<file path="src/rtl/core/lge_pkg.sv">
`timescale 1ns / 1ps
// -----------------------------------------------------------------------------
// lge_pkg
// shared types and constants of the life grid engine
// -----------------------------------------------------------------------------
`default_nettype none

package lge_pkg;

   localparam int MAX_COLUMNS = 64;
   localparam int MAX_ROWS    = 64;

   localparam int COL_W = 6;
   localparam int ROW_W = 6;
   localparam int CNT_W = 7;

   localparam int CSR_AW = 4;
   localparam int CSR_DW = 32;

   localparam logic [1:0] REG_COLUMN_COUNT = 2'd0;
   localparam logic [1:0] REG_ROW_COUNT    = 2'd1;
   localparam logic [1:0] REG_WRAP_AROUND  = 2'd2;

   localparam logic [CNT_W-1:0] COLUMN_COUNT_RESET = CNT_W'(MAX_COLUMNS);
   localparam logic [CNT_W-1:0] ROW_COUNT_RESET    = CNT_W'(MAX_ROWS);

   typedef enum logic [1:0] {
      CMD_SET   = 2'd0,
      CMD_KILL  = 2'd1,
      CMD_NEXT  = 2'd2,
      CMD_CLEAR = 2'd3
   } cmd_type;

   typedef enum logic [1:0] {
      SEL_REQ,
      SEL_CUR,
      SEL_LAST,
      SEL_NEXT
   } row_sel_type;

   typedef enum logic [3:0] {
      ST_IDLE,
      ST_DISPATCH,
      ST_EDIT_WR,
      ST_GEN_CUR,
      ST_GEN_UP,
      ST_GEN_DN,
      ST_GEN_LAT,
      ST_GEN_WR,
      ST_DONE
   } state_type;

   typedef struct packed {
      logic [CNT_W-1:0] column_count;
      logic [CNT_W-1:0] row_count;
      logic             wrap_around;
   } cfg_type;

   typedef struct packed {
      logic        latch_req;
      logic        rd_en;
      row_sel_type rd_sel;
      logic        cap_cur;
      logic        cap_up;
      logic        cap_dn;
      logic        wr_edit;
      logic        wr_gen;
      logic        clear_all;
      logic        row_rst;
      logic        row_inc;
   } ctrl_cmd_type;

   typedef struct packed {
      cmd_type cmd;
      logic    last_row;
   } ctrl_status_type;

endpackage

`default_nettype wire

</file>
<file path="src/rtl/core/lge_ctrl.sv">
`timescale 1ns / 1ps
// -----------------------------------------------------------------------------
// lge_ctrl
// sequencer for edit, clear and generation requests
// -----------------------------------------------------------------------------
`default_nettype none

module lge_ctrl (
   input  wire logic                     clock,
   input  wire logic                     reset,
   input  wire logic                     start,
   output logic                          busy,
   output logic                          rsp_valid,
   input  lge_pkg::ctrl_status_type      status,
   output lge_pkg::ctrl_cmd_type         cmd
);

   lge_pkg::state_type state_ff, state_in;

   always_ff @(posedge clock) begin
      if (reset) begin
         state_ff <= lge_pkg::ST_IDLE;
      end else begin
         state_ff <= state_in;
      end
   end

   always_comb begin
      state_in  = state_ff;
      cmd       = '0;
      cmd.rd_sel = lge_pkg::SEL_REQ;
      busy      = (state_ff != lge_pkg::ST_IDLE);
      rsp_valid = 1'b0;
      case (state_ff)
         lge_pkg::ST_IDLE: begin
            if (start) begin
               cmd.latch_req = 1'b1;
               state_in      = lge_pkg::ST_DISPATCH;
            end
         end
         lge_pkg::ST_DISPATCH: begin
            case (status.cmd)
               lge_pkg::CMD_SET, lge_pkg::CMD_KILL: begin
                  cmd.rd_en  = 1'b1;
                  cmd.rd_sel = lge_pkg::SEL_REQ;
                  state_in   = lge_pkg::ST_EDIT_WR;
               end
               lge_pkg::CMD_NEXT: begin
                  cmd.row_rst = 1'b1;
                  state_in    = lge_pkg::ST_GEN_CUR;
               end
               default: begin
                  cmd.clear_all = 1'b1;
                  state_in      = lge_pkg::ST_DONE;
               end
            endcase
         end
         lge_pkg::ST_EDIT_WR: begin
            cmd.wr_edit = 1'b1;
            state_in    = lge_pkg::ST_DONE;
         end
         lge_pkg::ST_GEN_CUR: begin
            cmd.rd_en  = 1'b1;
            cmd.rd_sel = lge_pkg::SEL_CUR;
            state_in   = lge_pkg::ST_GEN_UP;
         end
         lge_pkg::ST_GEN_UP: begin
            cmd.cap_cur = 1'b1;
            cmd.rd_en   = 1'b1;
            cmd.rd_sel  = lge_pkg::SEL_LAST;
            state_in    = lge_pkg::ST_GEN_DN;
         end
         lge_pkg::ST_GEN_DN: begin
            cmd.cap_up = 1'b1;
            cmd.rd_en  = 1'b1;
            cmd.rd_sel = lge_pkg::SEL_NEXT;
            state_in   = lge_pkg::ST_GEN_LAT;
         end
         lge_pkg::ST_GEN_LAT: begin
            cmd.cap_dn = 1'b1;
            state_in   = lge_pkg::ST_GEN_WR;
         end
         lge_pkg::ST_GEN_WR: begin
            cmd.wr_gen = 1'b1;
            if (status.last_row) begin
               state_in = lge_pkg::ST_DONE;
            end else begin
               cmd.row_inc = 1'b1;
               state_in    = lge_pkg::ST_GEN_CUR;
            end
         end
         lge_pkg::ST_DONE: begin
            rsp_valid = 1'b1;
            state_in  = lge_pkg::ST_IDLE;
         end
         default: begin
            state_in = lge_pkg::ST_IDLE;
         end
      endcase
   end

endmodule

`default_nettype wire

</file>
<file path="config.mk">
export PLATFORM = sky130hd
export DESIGN_NAME = lge_ctrl
export DESIGN_NICKNAME = d
export VERILOG_FILES = /design/src/rtl/core/lge_pkg.sv /design/src/rtl/core/lge_ctrl.sv
export SDC_FILE = /design/constraint.sdc
export NUM_CORES = 1
export LEC_CHECK = 0
export BUFFER_PORTS_ARGS = -buffer_cell sky130_fd_sc_hd__buf_2
export CORE_AREA = 2 2 39 41
export CTS_CLUSTER_DIAMETER = 120
export DETAILED_ROUTE_END_ITERATION = 10
export DIE_AREA = 0 0 41 43
export MAX_ROUTING_LAYER = met4
export SLEW_MARGIN = 40
export SYNTH_ARGS = -nofsm -noshare
export SYNTH_HDL_FRONTEND = slang
export SYNTH_SLANG_ARGS = --single-unit
</file>
<file path="constraint.sdc">
create_clock -name clock -period 2.6 [get_ports clock]
set_input_delay 0.52 -clock clock [delete_from_list [all_inputs] [get_ports clock]]
set_output_delay 0.52 -clock clock [all_outputs]
set_load 0.005 [all_outputs]
</file>
==> results.txt, run 1 <==
Peak Freq - 524 MHz
Setup TNS - 0 ps
Layout Skew - 2.53 ps
Final core utilization - 0.346
CP Launch Type - register
Post-synthesis mux area share - 0
Clock transition at the registers of the reported paths - 30 ps
Multi-input logic area - 254 um2
Post-DR wirelength/cell - 10.4 um
Cell Area, Synth - 365 um2
Final Cell Area - 479 um2
Fin crit share - 0.733
Largest family of logic cells by synthesized area - simple AND/OR/NAND/NOR gates
DR iter-0 viols - 6
Finished Layout Cells - 85
Post-Synthesis Cells - 50
# DRC - 0
Final Hold Viols - 0
Largest registers - state_ff x4
PortBufs - 19
Relative slew slack - 0.695
Die W - 41 um
Adder-cell share of the synthesized area - 0
Post-Synth XOR/XNOR Area - 0.0479
TritonCTS Sinks - 4
Register area - 80.1 um2
Grt ovf - 0
Most frequent cells in the layout - buf_2, nand2_1, and3_1, a21oi_1, dfxtp_1
Status - completed
Ant diodes - 0
Initial antenna violation count - 0
Post-Synth Simple-Gate Area - 0.521
Placed Instance Area - 457 um2
WHS - 473 ps
Drt pass-1 iters - 4
Vias in the first global route - 330
Share of cells above drive strength 1 - 0.377
Tmin final - 1910 ps
Setup repair bufs after CTS - 0
Die Footprint - 1760 um2
Total Routed Length - 887 um
Compound-gate portion of the synthesized area - 0.127
Die Span Y - 43 um
Gpl congestion - 0.712
YS warnings - 0
RSZ-0062 raised after global routing - false
H-Tree Depth - 1
Hpwl dp - 661 um
Cell count after placement - 82
CP required - 2080 ps
Largest net degree at the start of global routing - 16
Register bit total from synthesis - 4
Max FO, Critical Path - 10
Distinct cells, synth - 26
Worst-Margin Slew - 457 ps
Syn nets - 56
Tot GR Track Use - 0.118
Syn_area_per_cell - 7.31 um2
VDD IR-drop max - 0.190 mV
Core area - 1380 um2
Max cap viols - 0
Detail-routed via count per cell - 4.60
Initial core utilization - 0.264
Clk root buf - clkbuf_4
Worst EP arrival - 1390 ps
CTS tree - yes
Final setup violating endpoints - 0
Post-CTS Hold Buffers - 0
Skew-Pair Late Insertion Delay - 230 ps
CTS max path bufs - 2
Max reg flops - 4
Post-CTS Resized - 0
Commonest non-fill, non-tap cell in the layout - buf_2
I/O Pins - 20
Via count - 391
Synth-to-Final Area Change - 31.2%
Fin nets - 77
First-pass GRT wire length - 1360 um
Total CTS buffers - 3
Worst setup path class - reg2out
Max Transition Viols Final - 0
CP endpoint kind - output pin
Sequential element share of the synthesized area - 0.219
Power Density - 429 nW/um2
Lkg Pwr - 0.000255 uW
Remaining antenna violation count - 0
Top reg by flops - state_ff
Layout fillers - 165
# rows - 14
Worst Hold Class - in2reg
## metal layers
metal,part of all wire,up-vias,wire [um],global-route usage
met5,0,-,0,-
met4,0,0,0,0.100
met3,0.070,0,62,0.0157
met2,0.46,15,404,0.172
met1,0.47,168,420,0.135
li1,-,208,-,-
## cells by family (layout without fill, tap and decap cells)
family,count (synthesis),after routing
XOR/XNOR,2,2
AND/OR/NAND/NOR,32,32
buffers and inverters,5,24
AO/OA/AOI/OAI,7,7
flip-flops,4,4
## cells in the mapped netlist
master | number | area share
nand2_1 | 5 | 0.051
a21oi_1 | 4 | 0.055
and3_1 | 4 | 0.068
dfxtp_1 | 4 | 0.22
nand2b_1 | 3 | 0.051
nand3_1 | 3 | 0.041
nor2_1 | 3 | 0.031
and2_1 | 2 | 0.034
inv_1 | 2 | 0.021
nand3b_1 | 2 | 0.041
nor2_2 | 2 | 0.034
nor2b_1 | 2 | 0.034
a211o_1 | 1 | 0.024
a211oi_2 | 1 | 0.034
and2b_1 | 1 | 0.021
buf_2 | 1 | 0.014
buf_4 | 1 | 0.021
buf_6 | 1 | 0.031
nand4_1 | 1 | 0.017
nor2b_4 | 1 | 0.038
nor3_1 | 1 | 0.014
nor3b_1 | 1 | 0.021
nor4b_1 | 1 | 0.024
o21ai_0 | 1 | 0.014
xnor2_1 | 1 | 0.024
xor2_1 | 1 | 0.024
## through the flow
step	worst slack [ps]	total power [uW]
2_1_floorplan	1170	113
3_3_place_gp	893	132
3_5_place_dp	903	132
4_1_cts	670	212
5_1_grt	603	222
6_report	693	206
## report_power, final
part / switching, uW / total [uW] / internal [uW]
Clock: 23.2 / 74.7 / 51.5
Combinational: 24.8 / 51.3 / 26.5
Sequential: 13.7 / 79.6 / 66.0
Total: 61.7 / 206 / 144
## worst paths after layout
kind,start,cells past startpoint,endpoint,slack (ps)
setup / recovery,state_ff[1]$_SDFFE_PP0P_,4,cmd[0],690
hold / removal,reset,2,state_ff[2]$_SDFFE_PP0P_,470
setup reg to reg,state_ff[2]$_SDFFE_PP0P_,3,state_ff[0]$_SDFFE_PP0P_,1290
hold reg to reg,state_ff[3]$_SDFFE_PP0P_,1,state_ff[2]$_SDFFE_PP0P_,640
## final cells by class
type / instances / area share
Clock buffer: 3 / 0.0470
Inverter: 2 / 0.0157
Multi-Input combinational cell: 41 / 0.530
Sequential cell: 4 / 0.167
Tap cell: 16 / 0.0418
Timing Repair Buffer: 19 / 0.198
## critical path, stage by stage, from the launching register on
cell,delay (ps)
dfxtp_1,520
nor2b_4,250
and3_1,180
and2b_1,110
buf_2,100
Power figures use the tool's default switching activity.
==> inputs of run 2 (changes only) <==
- clock period: 2.6 -> 1.8 ns (I/O delays scaled with it)
==> run 2 against run 1 <==
Worst setup slack worse by 570 ps. First-iteration DRC count is 50% lower. Combinational power is 46% higher. Die area stayed put. Design area is 1.3% higher. Critical path depth is 1 lower. Utilization is 0.45 points higher. Power is 44% higher. Worst hold slack worse by 160 ps. Sequential power is 44% higher. Clock power is 41% higher. Critical path type unchanged. Largest cell class unchanged.
==> results.txt, run 2 (synthesis gave the netlist of run 1 again) <==
First-pass GRT wire length - 1280 um
Worst setup path class - reg2out
CTS tree - yes
Worst Hold Class - in2reg
H-Tree Depth - 1
Initial core utilization - 0.264
RSZ-0062 raised after global routing - false
Core area - 1380 um2
Fin nets - 77
Setup TNS - 0 ps
Drt pass-1 iters - 4
DR iter-0 viols - 3
PortBufs - 19
I/O Pins - 20
Layout Skew - 2.52 ps
Skew-Pair Late Insertion Delay - 230 ps
Fin crit share - 0.933
Power Density - 608 nW/um2
TritonCTS Sinks - 4
CTS max path bufs - 2
Status - completed
Vias in the first global route - 309
Detail-routed via count per cell - 4.62
Worst EP arrival - 1320 ps
Worst-Margin Slew - 459 ps
Relative slew slack - 0.694
Remaining antenna violation count - 0
Final Hold Viols - 0
Max Transition Viols Final - 0
Ant diodes - 0
Initial antenna violation count - 0
Via count - 393
Largest net degree at the start of global routing - 16
Max FO, Critical Path - 15
Tot GR Track Use - 0.111
CP Launch Type - register
Hpwl dp - 655 um
Final core utilization - 0.351
VDD IR-drop max - 0.266 mV
# DRC - 0
# rows - 14
Peak Freq - 596 MHz
Total Routed Length - 862 um
Total CTS buffers - 3
Final setup violating endpoints - 0
Synth-to-Final Area Change - 32.9%
Die Footprint - 1760 um2
Max reg flops - 4
Grt ovf - 0
Max cap viols - 0
Die Span Y - 43 um
Clock transition at the registers of the reported paths - 30 ps
Commonest non-fill, non-tap cell in the layout - buf_2
Post-DR wirelength/cell - 10.1 um
Share of cells above drive strength 1 - 0.391
CP required - 1440 ps
FF-to-FF path depth - 3
Clk root buf - clkbuf_4
Most frequent cells in the layout - buf_2, nand2_1, and3_1, a21oi_1
Hold path depth - 2
Lkg Pwr - 0.000258 uW
Die W - 41 um
Top reg by flops - state_ff
Gpl congestion - 0.694
Largest registers - state_ff x4
Tmin final - 1680 ps
CP endpoint kind - output pin
## run 2: cell count changes in the layout (fill, tap and decap cells not counted)
cell and delta:
dfxtp_1 -1, dfxtp_2 +1, nor2_2 -1, nor2_4 +1
## run 2: final timing paths
kind / from / to / slack [ps]
setup / recovery: state_ff[2]$_SDFFE_PP0P_ / cmd[11] / 120
setup reg to reg: state_ff[2]$_SDFFE_PP0P_ / state_ff[0]$_SDFFE_PP0P_ / 490
hold reg to reg: state_ff[1]$_SDFFE_PP0P_ / state_ff[0]$_SDFFE_PP0P_ / 600
hold / removal: reset / state_ff[2]$_SDFFE_PP0P_ / 320
## run 2: cell type report
cell class                      instances  area, um2
Multi-Input combinational cell         41        259
Tap cell                               16       20.0
Fill cell                             169        898
Inverter                                2       7.51
Clock buffer                            3       22.5
Timing Repair Buffer                   19       95.1
Sequential cell                         4       81.3
## run 2: metal layers
metal	wire length, um	part of all wire	GRT usage
met5	0	0	-
met4	0	0	0.0800
met3	47	0.055	0.0314
met2	399	0.46	0.156
met1	416	0.48	0.129
## run 2: timing repair
item | 4_1_cts | 5_1_grt
gates resized for setup | 0 | 2
setup endpoints to repair | 0 | 2
buffers inserted | 0 | 0
hold buffers | 0 | 0
## run 2: worst max-delay path, stage by stage, from the launching register on
cell and delay (ps):
dfxtp_1 590, nor2_1 170, and3_1 210, buf_2 120
## run 2: where the power goes
group / total [uW] / internal [uW] / switching [uW]
registers: 115 / 95.6 / 19.8
clock network: 105 / 74.1 / 30.7
logic: 75.0 / 39.0 / 36.0
## run 2: through the flow
stage	hold slack, ps	cells	setup slack, ps	power (uW)	cell area (um2)
6_report	317	85	121	295	485
5_1_grt	319	85	2.44	324	485
4_1_cts	308	85	19.4	302	479
3_5_place_dp	549	82	271	190	457
3_3_place_gp	550	82	300	191	457
2_1_floorplan	437	50	535	163	365
