===== config.mk =====
export PLATFORM = sky130hd
export DESIGN_NAME = lge_csr
export DESIGN_NICKNAME = d
export VERILOG_FILES = /design/src/rtl/core/lge_pkg.sv /design/src/rtl/core/lge_csr.sv
export SDC_FILE = /design/constraint.sdc
export NUM_CORES = 1
export LEC_CHECK = 0
export BUFFER_PORTS_ARGS = -buffer_cell sky130_fd_sc_hd__buf_4
export CAP_MARGIN = 20
export CORE_UTILIZATION = 40
export DETAILED_ROUTE_END_ITERATION = 8
export PLACE_DENSITY = 0.92
export SYNTH_ARGS = -nofsm -noshare
export SYNTH_HDL_FRONTEND = slang
export SYNTH_SLANG_ARGS = --single-unit

===== constraint.sdc =====
create_clock -name clock -period 2.2 [get_ports clock]
set_input_delay 0.22 -clock clock [delete_from_list [all_inputs] [get_ports clock]]
set_output_delay 0.22 -clock clock [all_outputs]
set_load 0.005 [all_outputs]

===== src/rtl/core/lge_pkg.sv =====
`timescale 1ns / 1ps
// -----------------------------------------------------------------------------
// lge_pkg
// shared types and constants of the life grid engine
// -----------------------------------------------------------------------------
`default_nettype none

package lge_pkg;

   localparam int MAX_COLUMNS = 64;
   localparam int MAX_ROWS    = 64;

   localparam int COL_W = 6;
   localparam int ROW_W = 6;
   localparam int CNT_W = 7;

   localparam int CSR_AW = 4;
   localparam int CSR_DW = 32;

   localparam logic [1:0] REG_COLUMN_COUNT = 2'd0;
   localparam logic [1:0] REG_ROW_COUNT    = 2'd1;
   localparam logic [1:0] REG_WRAP_AROUND  = 2'd2;

   localparam logic [CNT_W-1:0] COLUMN_COUNT_RESET = CNT_W'(MAX_COLUMNS);
   localparam logic [CNT_W-1:0] ROW_COUNT_RESET    = CNT_W'(MAX_ROWS);

   typedef enum logic [1:0] {
      CMD_SET   = 2'd0,
      CMD_KILL  = 2'd1,
      CMD_NEXT  = 2'd2,
      CMD_CLEAR = 2'd3
   } cmd_type;

   typedef enum logic [1:0] {
      SEL_REQ,
      SEL_CUR,
      SEL_LAST,
      SEL_NEXT
   } row_sel_type;

   typedef enum logic [3:0] {
      ST_IDLE,
      ST_DISPATCH,
      ST_EDIT_WR,
      ST_GEN_CUR,
      ST_GEN_UP,
      ST_GEN_DN,
      ST_GEN_LAT,
      ST_GEN_WR,
      ST_DONE
   } state_type;

   typedef struct packed {
      logic [CNT_W-1:0] column_count;
      logic [CNT_W-1:0] row_count;
      logic             wrap_around;
   } cfg_type;

   typedef struct packed {
      logic        latch_req;
      logic        rd_en;
      row_sel_type rd_sel;
      logic        cap_cur;
      logic        cap_up;
      logic        cap_dn;
      logic        wr_edit;
      logic        wr_gen;
      logic        clear_all;
      logic        row_rst;
      logic        row_inc;
   } ctrl_cmd_type;

   typedef struct packed {
      cmd_type cmd;
      logic    last_row;
   } ctrl_status_type;

endpackage

`default_nettype wire


===== src/rtl/core/lge_csr.sv =====
`timescale 1ns / 1ps
// -----------------------------------------------------------------------------
// lge_csr
// configuration registers behind the apb-style port
// -----------------------------------------------------------------------------
`default_nettype none

module lge_csr (
   input  wire logic                        clock,
   input  wire logic                        reset,
   input  wire logic                        psel,
   input  wire logic                        penable,
   input  wire logic                        pwrite,
   input  wire logic [lge_pkg::CSR_AW-1:0]  paddr,
   input  wire logic [lge_pkg::CSR_DW-1:0]  pwdata,
   output logic      [lge_pkg::CSR_DW-1:0]  prdata,
   output logic                             pready,
   output lge_pkg::cfg_type                 cfg
);

   logic [lge_pkg::CNT_W-1:0] column_count_ff, column_count_in;
   logic [lge_pkg::CNT_W-1:0] row_count_ff, row_count_in;
   logic                      wrap_around_ff, wrap_around_in;
   logic                      wr_stb;
   logic [1:0]                reg_idx;

   assign pready  = 1'b1;
   assign wr_stb  = psel & penable & pwrite;
   assign reg_idx = paddr[3:2];

   always_comb begin
      column_count_in = column_count_ff;
      row_count_in    = row_count_ff;
      wrap_around_in  = wrap_around_ff;
      if (wr_stb) begin
         case (reg_idx)
            lge_pkg::REG_COLUMN_COUNT: column_count_in = pwdata[lge_pkg::CNT_W-1:0];
            lge_pkg::REG_ROW_COUNT:    row_count_in    = pwdata[lge_pkg::CNT_W-1:0];
            lge_pkg::REG_WRAP_AROUND:  wrap_around_in  = pwdata[0];
            default: ;
         endcase
      end
   end

   always_ff @(posedge clock) begin
      if (reset) begin
         column_count_ff <= lge_pkg::COLUMN_COUNT_RESET;
         row_count_ff    <= lge_pkg::ROW_COUNT_RESET;
         wrap_around_ff  <= 1'b0;
      end else begin
         column_count_ff <= column_count_in;
         row_count_ff    <= row_count_in;
         wrap_around_ff  <= wrap_around_in;
      end
   end

   always_comb begin
      case (reg_idx)
         lge_pkg::REG_COLUMN_COUNT:
            prdata = lge_pkg::CSR_DW'(column_count_ff);
         lge_pkg::REG_ROW_COUNT:
            prdata = lge_pkg::CSR_DW'(row_count_ff);
         lge_pkg::REG_WRAP_AROUND:
            prdata = lge_pkg::CSR_DW'(wrap_around_ff);
         default:
            prdata = '0;
      endcase
   end

   assign cfg.column_count = column_count_ff;
   assign cfg.row_count    = row_count_ff;
   assign cfg.wrap_around  = wrap_around_ff;

endmodule

`default_nettype wire


==> impl_metrics.py, run 1 <==
metrics = {
    "status": {
        "outcome": "finished, final reports clean",
    },
    "worst_setup_path": {
        "critPathKind": "flip-flop to primary output",
        "path_delay_family": "flip-flops",
        "reg2reg_slack_ns": 1.54,
        "reg2reg_from": "column_count_ff[2]$_SDFFE_PP0P_",
        "cp-start-kind": "flip-flop",
        "crit_arrival_ns": 1.01,
        "crit_path_end_kind": "primary output",
        "cp.required_ns": 1.98,
        "cp_slowest_cell": "dfxtp_1",
        "r2r-end": "column_count_ff[2]$_SDFFE_PP0P_",
        "max_stage_delay_ns": 0.37,
        "cp_cell_sequence": "mux2i_1, o21ai_0, buf_4",
        "cp_max_fo": 3,
        "cp.buffers_inverters": 1,
        "worst-r2r-cell-count": 2,
    },
    "final_layout": {
        "layout_commonest_cell": "buf_4",
        "layoutNonFillerInstCount": 167,
        "multi_input_area_um2": 534,
        "final_cell_mix": "35 x buf_4, 26 x conb_1, 22 x mux2i_1, 19 x nand2b_1, 15 x dfxtp_1",
        "nFillCells": 218,
        "regArea_um2": 300,
        "nets": 181,
        "antennaDiodeCount": 0,
        "drive_above_1_share_pct": 29.5,
        "final_core_util_pct": 51.4,
        "area_delta_synth_final_pct": 18.4,
    },
    "power": {
        "power_per_cell_area_nw_per_um2": 437,
        "leakage_nw": 0.591,
        "peakVddDrop_v": 0.000355,
    },
    "timing": {
        "timing.final.hold_violations": 0,
        "worst_pin_slew_ns": 0.571,
        "skew_ns": 0,
        "final.setup.worst_slack_ns": 0.965,
        "maxSlewViolCount": 0,
        "finalSetupTns_ns": 0,
        "layout_min_cycle_time_ns": 1.23,
        "setup_violations": 0,
        "fmax_mhz": 810,
        "finalCritPeriodShare_pct": 56.1,
        "rsz0062_at_grt": "false",
        "slew_headroom_pct": 61.8,
    },
    "global_route": {
        "antenna_found_initial": 0,
        "grt_usage_pct": 14.5,
        "grt_first_pass_wirelength_um": 2890,
        "grt_pass1_vias": 640,
        "grt_max_degree": 23,
        "overflow": 0,
    },
    "placed_design": {
        "pre_cts_ws_ns": 0.923,
        "dp_hpwl_um": 1370,
        "gp_congestion": 0.741,
        "portBuffers": 35,
        "place_inst": 163,
    },
    "clocking": {
        "cts_root_buf": "clkbuf_4",
        "cts_resized": 0,
        "post_cts_buffers": 0,
        "cts_buffers": 3,
        "cts.sinks": 15,
        "insertion_delay_ns": 0.28,
        "clk_path_buf_depth": 2,
        "htreeDepth": 1,
        "cts_hold_buffers": 0,
        "path_clk_slew_ns": 0.09,
        "cts_tree": "yes",
    },
    "route": {
        "drc": 0,
        "drtPass1Iterations": 3,
        "wl_met3_um": 186,
        "wl_per_cell_um": 10.7,
        "wl_um": 1780,
        "top_layer_used": "met3",
        "met1Wirelength_um": 779,
        "wl_met2_um": 813,
        "drtIter0Drc": 6,
        "via_count": 741,
        "vias_per_cell": 4.44,
        "drtAntennaViolNets": 0,
    },
    "run": {
        "drv_cap": 0,
    },
    "floorplanning": {
        "die_h_um": 51.5,
        "die_x_um": 51.5,
        "core_um2": 2250,
        "rows": 17,
        "die_area_um2": 2650,
        "ioPinCount": 89,
        "initial_core_util_pct": 43.5,
    },
    "min_path": {
        "hold_end": "row_count_ff[6]$_SDFFE_PP1P_",
        "hp-start": "pwdata[6]",
        "whs_path_depth": 3,
        "holdCritPathClass": "input pin to flip-flop",
    },
    "synthesis": {
        "ys_ff_latch": 15,
        "yosysSeqAreaShare_pct": 30.7,
        "synth_cell_types": 19,
        "syn_inst": 109,
        "syn_area_per_cell_um2": 8.99,
        "synth.cell_area_um2": 980,
        "yosysWarnings": 0,
        "yosys-top-cells-area": "dfxtp_1 31%, mux2i_1 22%, buf_4 21%",
        "synth_top_cell_area_share_pct": 30.7,
        "synth_area_leader_cell": "dfxtp_1",
    },
}
==> synth_stat cells <==
master,count
buf_2,1
buf_4,27
buf_6,1
clkbuf_1,3
clkbuf_2,1
conb_1,2
dfxtp_1,15
mux2i_1,22
nand2_1,1
nand2b_1,19
nand3_2,1
nand4_1,1
nor2_1,9
nor2b_1,1
nor3_2,1
nor3b_1,1
o21ai_0,1
or3_1,1
or3b_1,1
==> worst register-to-register path: stages, from the launching register on <==
cell and delay [ns]:
dfxtp_1 0.38, nand2b_1 0.06, mux2i_1 0.15
==> logic make-up after synthesis <==
family,after synthesis,synth area share (%)
DFF,15,30.7
buffers and inverters,33,24.0
other,2,0.767
and+or+nand+nor,36,21.6
AOI/OAI and AO/OA,1,0.510
muxes,22,22.5
==> worst max-delay path by stage <==
stage | startpoint | to | slack (ns) | cells past startpoint
floorplan | paddr[3] | row_count_ff[0]$_SDFFE_PP0P_ | 1.12 | 3
global placement | pwrite | row_count_ff[1]$_SDFFE_PP0P_ | 0.94 | 4
detailed placement | pwrite | row_count_ff[1]$_SDFFE_PP0P_ | 0.92 | 4
CTS | row_count_ff[0]$_SDFFE_PP0P_ | prdata[0] | 0.95 | 3
global route | column_count_ff[0]$_SDFFE_PP0P_ | prdata[0] | 0.87 | 3
finish | row_count_ff[0]$_SDFFE_PP0P_ | prdata[0] | 0.97 | 3
==> final cells by class <==
class / instances / area share (%)
multi-input combinational: 85 / 46.1
sequential: 15 / 25.9
timing repair buffer: 35 / 22.7
tap: 28 / 3.02
clock buffer: 3 / 1.94
clock inverter: 1 / 0.432
==> routing by layer <==
metal | up-vias | GRT usage (%)
met3 | 0 | 4.39
met1 | 337 | 17.1
met4 | 0 | 5.41
li1 | 358 | -
met5 | - | 0
met2 | 46 | 24.5
==> per-stage QoR <==
stage / power [mW] / area (um^2) / hold slack (ns)
5_1_grt: 0.538 / 1160 / 0.220
4_1_cts: 0.511 / 1160 / 0.205
2_1_floorplan: 0.361 / 1070 / 0.391
6_report: 0.507 / 1160 / 0.207
3_5_place_dp: 0.358 / 1130 / 0.487
3_3_place_gp: 0.356 / 1130 / 0.475
==> report_power, final <==
group,internal [mW],switching [mW]
clock,0.0673,0.0877
sequential,0.275,0.00298
combinational,0.0363,0.0378
total,0.379,0.128
==> state kept, by name, indices dropped and copies added, names as in the netlist <==
register	cells
row_count_ff	7
wrap_around_ff	1
column_count_ff	7
Power figures use the tool's default switching activity.
==> run 2: changes to the inputs <==
--- a/config.mk
+++ b/config.mk
@@ -5,11 +5,12 @@
 export SDC_FILE = /design/constraint.sdc
 export NUM_CORES = 1
 export LEC_CHECK = 0
+export ABC_AREA = 1
 export BUFFER_PORTS_ARGS = -buffer_cell sky130_fd_sc_hd__buf_4
 export CAP_MARGIN = 20
-export CORE_UTILIZATION = 40
+export CORE_UTILIZATION = 37
 export DETAILED_ROUTE_END_ITERATION = 8
-export PLACE_DENSITY = 0.92
+export PLACE_DENSITY = 0.87
 export SYNTH_ARGS = -nofsm -noshare
 export SYNTH_HDL_FRONTEND = slang
 export SYNTH_SLANG_ARGS = --single-unit
==> constraint.sdc (replaced) <==
create_clock -name clock -period 1.2 [get_ports clock]
set_input_delay 0.12 -clock clock [delete_from_list [all_inputs] [get_ports clock]]
set_output_delay 0.12 -clock clock [all_outputs]
set_load 0.005 [all_outputs]
==> run 2 against run 1 <==
Against the previous run:
- die area up 6.5%
- power up 93%
- sequential cell count unchanged
- design area grew 0.32%
- combinational power is 140% higher
- core utilization down 4.5 points
- clock power up 85%
- routed wire length up 4.2%
- register-to-register slack got worse by 0.95 ns
- via count rose by 17%
- largest power group unchanged
==> impl_metrics.py, run 2 <==
metrics = {
    "clocking": {
        "clk_path_buf_depth": 2,
        "cts_tree": "yes",
        "post_cts_buffers": 0,
        "insertion_delay_ns": 0.27,
        "cts_resized": 0,
        "cts_root_buf": "clkbuf_4",
        "htreeDepth": 1,
        "cts_hold_buffers": 0,
        "cts.sinks": 15,
        "cts_buffers": 3,
        "path_clk_slew_ns": 0.09,
    },
    "timing": {
        "final.setup.worst_slack_ns": 0.104,
        "timing.final.hold_violations": 0,
        "finalCritPeriodShare_pct": 91.4,
        "layout_min_cycle_time_ns": 1.10,
        "setup_violations": 0,
        "skew_ns": 0,
        "whs_ns": 0.0598,
        "fmax_mhz": 912,
        "finalSetupTns_ns": 0,
        "maxSlewViolCount": 0,
        "rsz0062_at_grt": "false",
    },
    "min_path": {
        "holdCritPathClass": "input pin to flip-flop",
    },
    "global_route": {
        "grt_busiest_layer": "met2",
        "grt_max_degree": 16,
        "grtUsageMet2_pct": 29.1,
        "overflow": 0,
        "grt_use_met3_pct": 2.59,
        "grt_first_pass_wirelength_um": 2950,
        "gr-usage-met1_pct": 14.5,
        "grt_usage_pct": 14.6,
        "antenna_found_initial": 0,
        "grt_pass1_vias": 702,
    },
    "final_layout": {
        "antennaDiodeCount": 0,
        "nets": 212,
        "nFillCells": 276,
        "regArea_um2": 300,
        "layoutNonFillerInstCount": 200,
        "drive_above_1_share_pct": 28.8,
        "layout_commonest_cell": "buf_4",
        "final_cell_mix": "37 x buf_4, 26 x nor2_1, 26 x conb_1, 21 x nand2_1, 16 x nand3_1",
        "final_cell_area_um2": 1160,
        "final_core_util_pct": 47.0,
        "reg_top3": "column_count_ff x7, row_count_ff x7, wrap_around_ff x1",
        "area_delta_synth_final_pct": 20.3,
        "multi_input_area_um2": 483,
    },
    "worst_setup_path": {
        "critPathKind": "flip-flop to primary output",
        "crit_arrival_ns": 0.98,
        "cp_max_fo": 3,
        "cp-start-kind": "flip-flop",
        "cp.required_ns": 1.08,
        "crit_path_end_kind": "primary output",
    },
    "placed_design": {
        "place_inst": 196,
        "place_area_um2": 1140,
        "pre_cts_ws_ns": 0.235,
        "dp_hpwl_um": 1430,
        "gp_congestion": 0.692,
        "portBuffers": 35,
    },
    "route": {
        "drtPass1Iterations": 4,
        "drc": 0,
        "wl_per_cell_um": 9.27,
        "drtAntennaViolNets": 0,
        "drtIter0Drc": 7,
        "vias_per_cell": 4.33,
        "wl_um": 1850,
        "via_count": 866,
    },
    "synthesis": {
        "synth_top_family_by_area": "simple AND/OR/NAND/NOR gates",
        "synthAdderAreaFrac_pct": 0,
        "synth_area_leader_cell": "dfxtp_1",
        "synth_xor_area_share_pct": 0,
        "yosysWarnings": 0,
        "synth_compound_area_share_pct": 6.99,
        "synth_top_cell_area_share_pct": 31.0,
        "syn_inst": 136,
        "synth_top_flop_cell": "dfxtp_1",
        "synth_edf_count": 0,
        "yosys.cell_count.top_type": "buf_4",
        "synthTopCellsByCount": "28 x buf_4, 26 x nor2_1, 21 x nand2_1",
        "synth.cell_area_um2": 967,
        "syn_area_per_cell_um2": 7.11,
        "yosysSeqAreaShare_pct": 31.0,
        "yosys-top-cells-area": "dfxtp_1 31%, buf_4 22%, nor2_1 10%",
        "yosys.area_share.simple_pct": 32.9,
        "synthMuxAreaShare_pct": 0,
        "ys_ff_latch": 15,
        "synthArstFlopShare_pct": 0,
        "synth_cell_types": 16,
    },
    "floorplanning": {
        "rows": 18,
        "die_x_um": 53.1,
        "ioPinCount": 89,
        "core_um2": 2480,
        "die_area_um2": 2820,
        "die_h_um": 53.1,
        "initial_core_util_pct": 39.0,
    },
    "power": {
        "power.total_mw": 0.981,
        "clockPowerShare_pct": 29.2,
        "leakage_nw": 0.601,
        "power_per_cell_area_nw_per_um2": 843,
        "pwr-share-seq_pct": 52.7,
        "p_comb_share_pct": 18.1,
        "internal_power_mw": 0.709,
        "switching_share_pct": 27.8,
        "p_switching_mw": 0.272,
        "peakVddDrop_v": 0.000423,
    },
    "run": {
        "drv_cap": 0,
    },
    "status": {
        "outcome": "finished, final reports clean",
    },
}
## run 2: cell types whose count changed after synthesis, moves of 3 or more
cell      before  now
inv_1          0    8
nand3_1        0   16
mux2i_1       22    0
nand2b_1      19    0
nor2_1         9   26
nand2_1        1   21
clkbuf_1       3    0
a22o_1         0    6
nor2_4         0    4
## run 2: final cells by class
type / instances / area share (%)
repair buffers: 37 / 23.9
clock inverters: 1 / 0.430
flip-flops and latches: 15 / 25.8
well taps: 30 / 3.23
multi-input cells: 104 / 41.5
clock buffers: 3 / 1.94
inverters: 10 / 3.23
## run 2: kinds of logic (layout without fill, tap and decap cells)
group,Yosys count,count (layout)
AND/OR/NAND/NOR,69,69
flip-flops,15,15
buffers and inverters,41,51
AO/OA/AOI/OAI,9,9
other,2,26
## run 2: metal layers
layer	share of wire, %	vias up
met4	0.70	0
met5	0	-
li1	-	445
met2	56	34
met3	6.4	2
met1	37	385
## run 2: path summary, 6_finish.rpt
| check | from | to | slack, ns | cells after the start |
|---|---|---|---|---|
| hold / removal | pwdata[6] | column_count_ff[6]$_SDFFE_PP1P_ | 0.06 | 3 |
| hold reg to reg | column_count_ff[6]$_SDFFE_PP1P_ | column_count_ff[6]$_SDFFE_PP1P_ | 0.50 | 2 |
| setup reg to reg | row_count_ff[6]$_SDFFE_PP1P_ | row_count_ff[6]$_SDFFE_PP1P_ | 0.59 | 2 |
| setup / recovery | column_count_ff[1]$_SDFFE_PP0P_ | prdata[1] | 0.10 | 2 |
## run 2: power groups by stage
stage               Combinational (mW)  Sequential, mW  Clock, mW
CTS                              0.178           0.517      0.294
global placement                 0.175           0.528          0
global route                     0.204           0.519      0.318
detailed placement               0.177           0.529          0
floorplan                        0.165           0.528          0
finish                           0.177           0.517      0.287
## run 2: worst max-delay path, cell delays in order, from the launching register on
cell     delay [ns]
dfxtp_1        0.34
a22o_1         0.23
buf_4          0.13
==> run 3: changes to the inputs <==
--- a/config.mk
+++ b/config.mk
@@ -8,9 +8,13 @@
 export ABC_AREA = 1
 export BUFFER_PORTS_ARGS = -buffer_cell sky130_fd_sc_hd__buf_4
 export CAP_MARGIN = 20
-export CORE_UTILIZATION = 37
+export CELL_PAD_IN_SITES_DETAIL_PLACEMENT = 1
+export CELL_PAD_IN_SITES_GLOBAL_PLACEMENT = 2
+export CORE_MARGIN = 4
+export CORE_UTILIZATION = 17
 export DETAILED_ROUTE_END_ITERATION = 8
 export PLACE_DENSITY = 0.87
+export SETUP_SLACK_MARGIN = 0.3
 export SYNTH_ARGS = -nofsm -noshare
 export SYNTH_HDL_FRONTEND = slang
 export SYNTH_SLANG_ARGS = --single-unit
==> run 3 against run 2 <==
Against the previous run:
- worst hold slack better by 0.039 ns
- design area is 28% higher
- first-iteration DRC count grew to 4.0 times the previous value
- core utilization is 20 points lower
- via count is 11% higher
- sequential cell count stayed put
- combinational power is 28% higher
- global-route usage is 6.3 points lower
- routed wire length is 56% higher
- critical endpoint is now prdata[2]
- largest power group unchanged
==> impl_metrics.py, run 3 (synthesis gave the netlist of run 2 again) <==
metrics = {
    "status": {
        "outcome": "finished, final reports clean",
    },
    "power": {
        "switching_share_pct": 25.9,
        "peakVddDrop_v": 0.000284,
        "p_comb_share_pct": 19.6,
        "leakage_nw": 0.734,
        "clockPowerShare_pct": 35.4,
        "internal_power_mw": 0.853,
        "pwr-share-seq_pct": 45.0,
        "p_switching_mw": 0.299,
        "power_per_cell_area_nw_per_um2": 772,
        "power.total_mw": 1.15,
    },
    "clocking": {
        "cts_hold_buffers": 0,
        "cts_tree": "yes",
        "cts_buffers": 3,
        "cts.sinks": 15,
        "path_clk_slew_ns": 0.07,
        "htreeDepth": 1,
        "insertion_delay_ns": 0.24,
        "clk_path_buf_depth": 2,
        "cts_root_buf": "clkbuf_8",
    },
    "worst_setup_path": {
        "path_delay_family": "flip-flops",
        "cp.required_ns": 1.08,
        "cp_slowest_cell": "dfxtp_2",
        "cp_cell_sequence": "a22o_1, buf_4",
        "r2r-end": "column_count_ff[5]$_SDFFE_PP0P_",
        "worst-r2r-cell-count": 4,
        "max_stage_delay_ns": 0.33,
        "cp-start-kind": "flip-flop",
        "cp_max_fo": 2,
        "crit_path_end_kind": "primary output",
        "critPathKind": "flip-flop to primary output",
        "cp.buffers_inverters": 1,
        "crit_arrival_ns": 0.90,
        "reg2reg_slack_ns": 0.41,
        "reg2reg_from": "column_count_ff[5]$_SDFFE_PP0P_",
    },
    "timing": {
        "maxSlewViolCount": 0,
        "finalSetupTns_ns": 0,
        "setup_violations": 0,
        "layout_min_cycle_time_ns": 1.02,
        "timing.final.hold_violations": 0,
        "fmax_mhz": 977,
        "rsz0062_at_grt": "true",
        "finalCritPeriodShare_pct": 85.3,
        "skew_ns": 0,
    },
    "route": {
        "drtAntennaViolNets": 0,
        "drtPass1Iterations": 3,
        "vias_per_cell": 3.68,
        "drtIter0Drc": 28,
        "wl_um": 2900,
        "drc": 0,
        "wl_per_cell_um": 11.1,
        "via_count": 960,
    },
    "final_layout": {
        "nets": 231,
        "nFillCells": 664,
        "drive_above_1_share_pct": 43.4,
        "final_cell_mix": "30 x buf_4, 26 x nor2_1, 26 x conb_1, 26 x buf_6, 21 x nand2_1",
        "layout_commonest_cell": "buf_4",
        "area_delta_synth_final_pct": 54.3,
        "antennaDiodeCount": 0,
        "regArea_um2": 319,
        "multi_input_area_um2": 483,
        "reg_top3": "column_count_ff x7, row_count_ff x7, wrap_around_ff x1",
    },
    "placed_design": {
        "dp_hpwl_um": 2010,
        "portBuffers": 35,
        "gp_congestion": 0.644,
    },
    "floorplanning": {
        "core_um2": 5510,
        "die_x_um": 83.4,
        "die_area_um2": 6960,
        "initial_core_util_pct": 17.6,
        "rows": 27,
        "ioPinCount": 89,
        "die_h_um": 83.4,
    },
    "run": {
        "drv_cap": 0,
    },
    "global_route": {
        "grt_first_pass_wirelength_um": 4670,
        "antenna_found_initial": 0,
        "grt_usage_pct": 8.32,
        "grt_max_degree": 16,
        "grt_pass1_vias": 991,
        "overflow": 0,
    },
    "min_path": {
        "hp-start": "pwdata[6]",
        "holdCritPathClass": "input pin to flip-flop",
        "hold_end": "row_count_ff[6]$_SDFFE_PP1P_",
        "whs_path_depth": 3,
    },
}
## run 3: changes by cell type in the layout (fill, tap and decap cells not counted), sizes merged
cell,previous run,this run
clkbuf,3,4
clkinv,1,0
buf,37,56
## run 3: layout make-up
type	count	area share [%]
timing repair buffer	56	34.7
clock buffer	4	3.02
sequential	15	21.4
tap	72	6.04
multi-input combinational	104	32.4
inverter	10	2.51
## run 3: worst max path at each step
stage	startpoint	to	slack, ns	cells after the start
2_1_floorplan	reset	column_count_ff[6]$_SDFFE_PP1P_	0.48	3
3_3_place_gp	paddr[3]	prdata[0]	0.19	5
3_5_place_dp	paddr[3]	prdata[0]	0.17	5
4_1_cts	column_count_ff[2]$_SDFFE_PP0P_	prdata[2]	0.18	2
5_1_grt	column_count_ff[1]$_SDFFE_PP0P_	prdata[1]	0.14	2
6_report	column_count_ff[2]$_SDFFE_PP0P_	prdata[2]	0.18	2
## run 3: power by group through the flow
stage / clock network [mW] / registers (mW) / logic, mW
global route: 0.446 / 0.520 / 0.256
global placement: 0 / 0.528 / 0.183
CTS: 0.426 / 0.516 / 0.212
finish: 0.408 / 0.519 / 0.226
detailed placement: 0 / 0.529 / 0.187
floorplan: 0 / 0.528 / 0.165
## run 3: per-layer routing
metal  routed length [um]  part of all wire (%)  GRT usage [%]
met5                    0                     0              0
met4                   17                  0.59           2.63
met3                  264                   9.1           3.27
met2                 1490                    51           15.3
met1                 1130                    39           8.60
## run 3: per-stage QoR
| stage | hold slack, ns | instance area, um^2 | instances | utilization [%] | setup slack [ns] |
|---|---|---|---|---|---|
| 2_1_floorplan | 0.246 | 1060 | 160 | - | 0.476 |
| 6_report | 0.0993 | 1490 | 261 | 27.1 | 0.176 |
| 3_5_place_dp | 0.356 | 1190 | 238 | 21.6 | 0.173 |
| 3_3_place_gp | 0.350 | 1190 | 238 | 21.6 | 0.188 |
| 4_1_cts | 0.0975 | 1380 | 259 | 25.0 | 0.182 |
| 5_1_grt | 0.107 | 1490 | 261 | 27.1 | 0.143 |
## run 3: worst reg2reg max path, cell delays in order, from the launching register on
cell,delay [ns]
dfxtp_2,0.32
buf_6,0.11
buf_4,0.12
nor2_1,0.09
nor2_1,0.05
## run 3: what timing repair did
action / 4_1_cts / 5_1_grt
hold endpoints to repair: 0 / 0
pin swaps: 8 / 1
setup buffers: 17 / 2
setup endpoints to repair: 7 / 21
resized for setup: 14 / 27
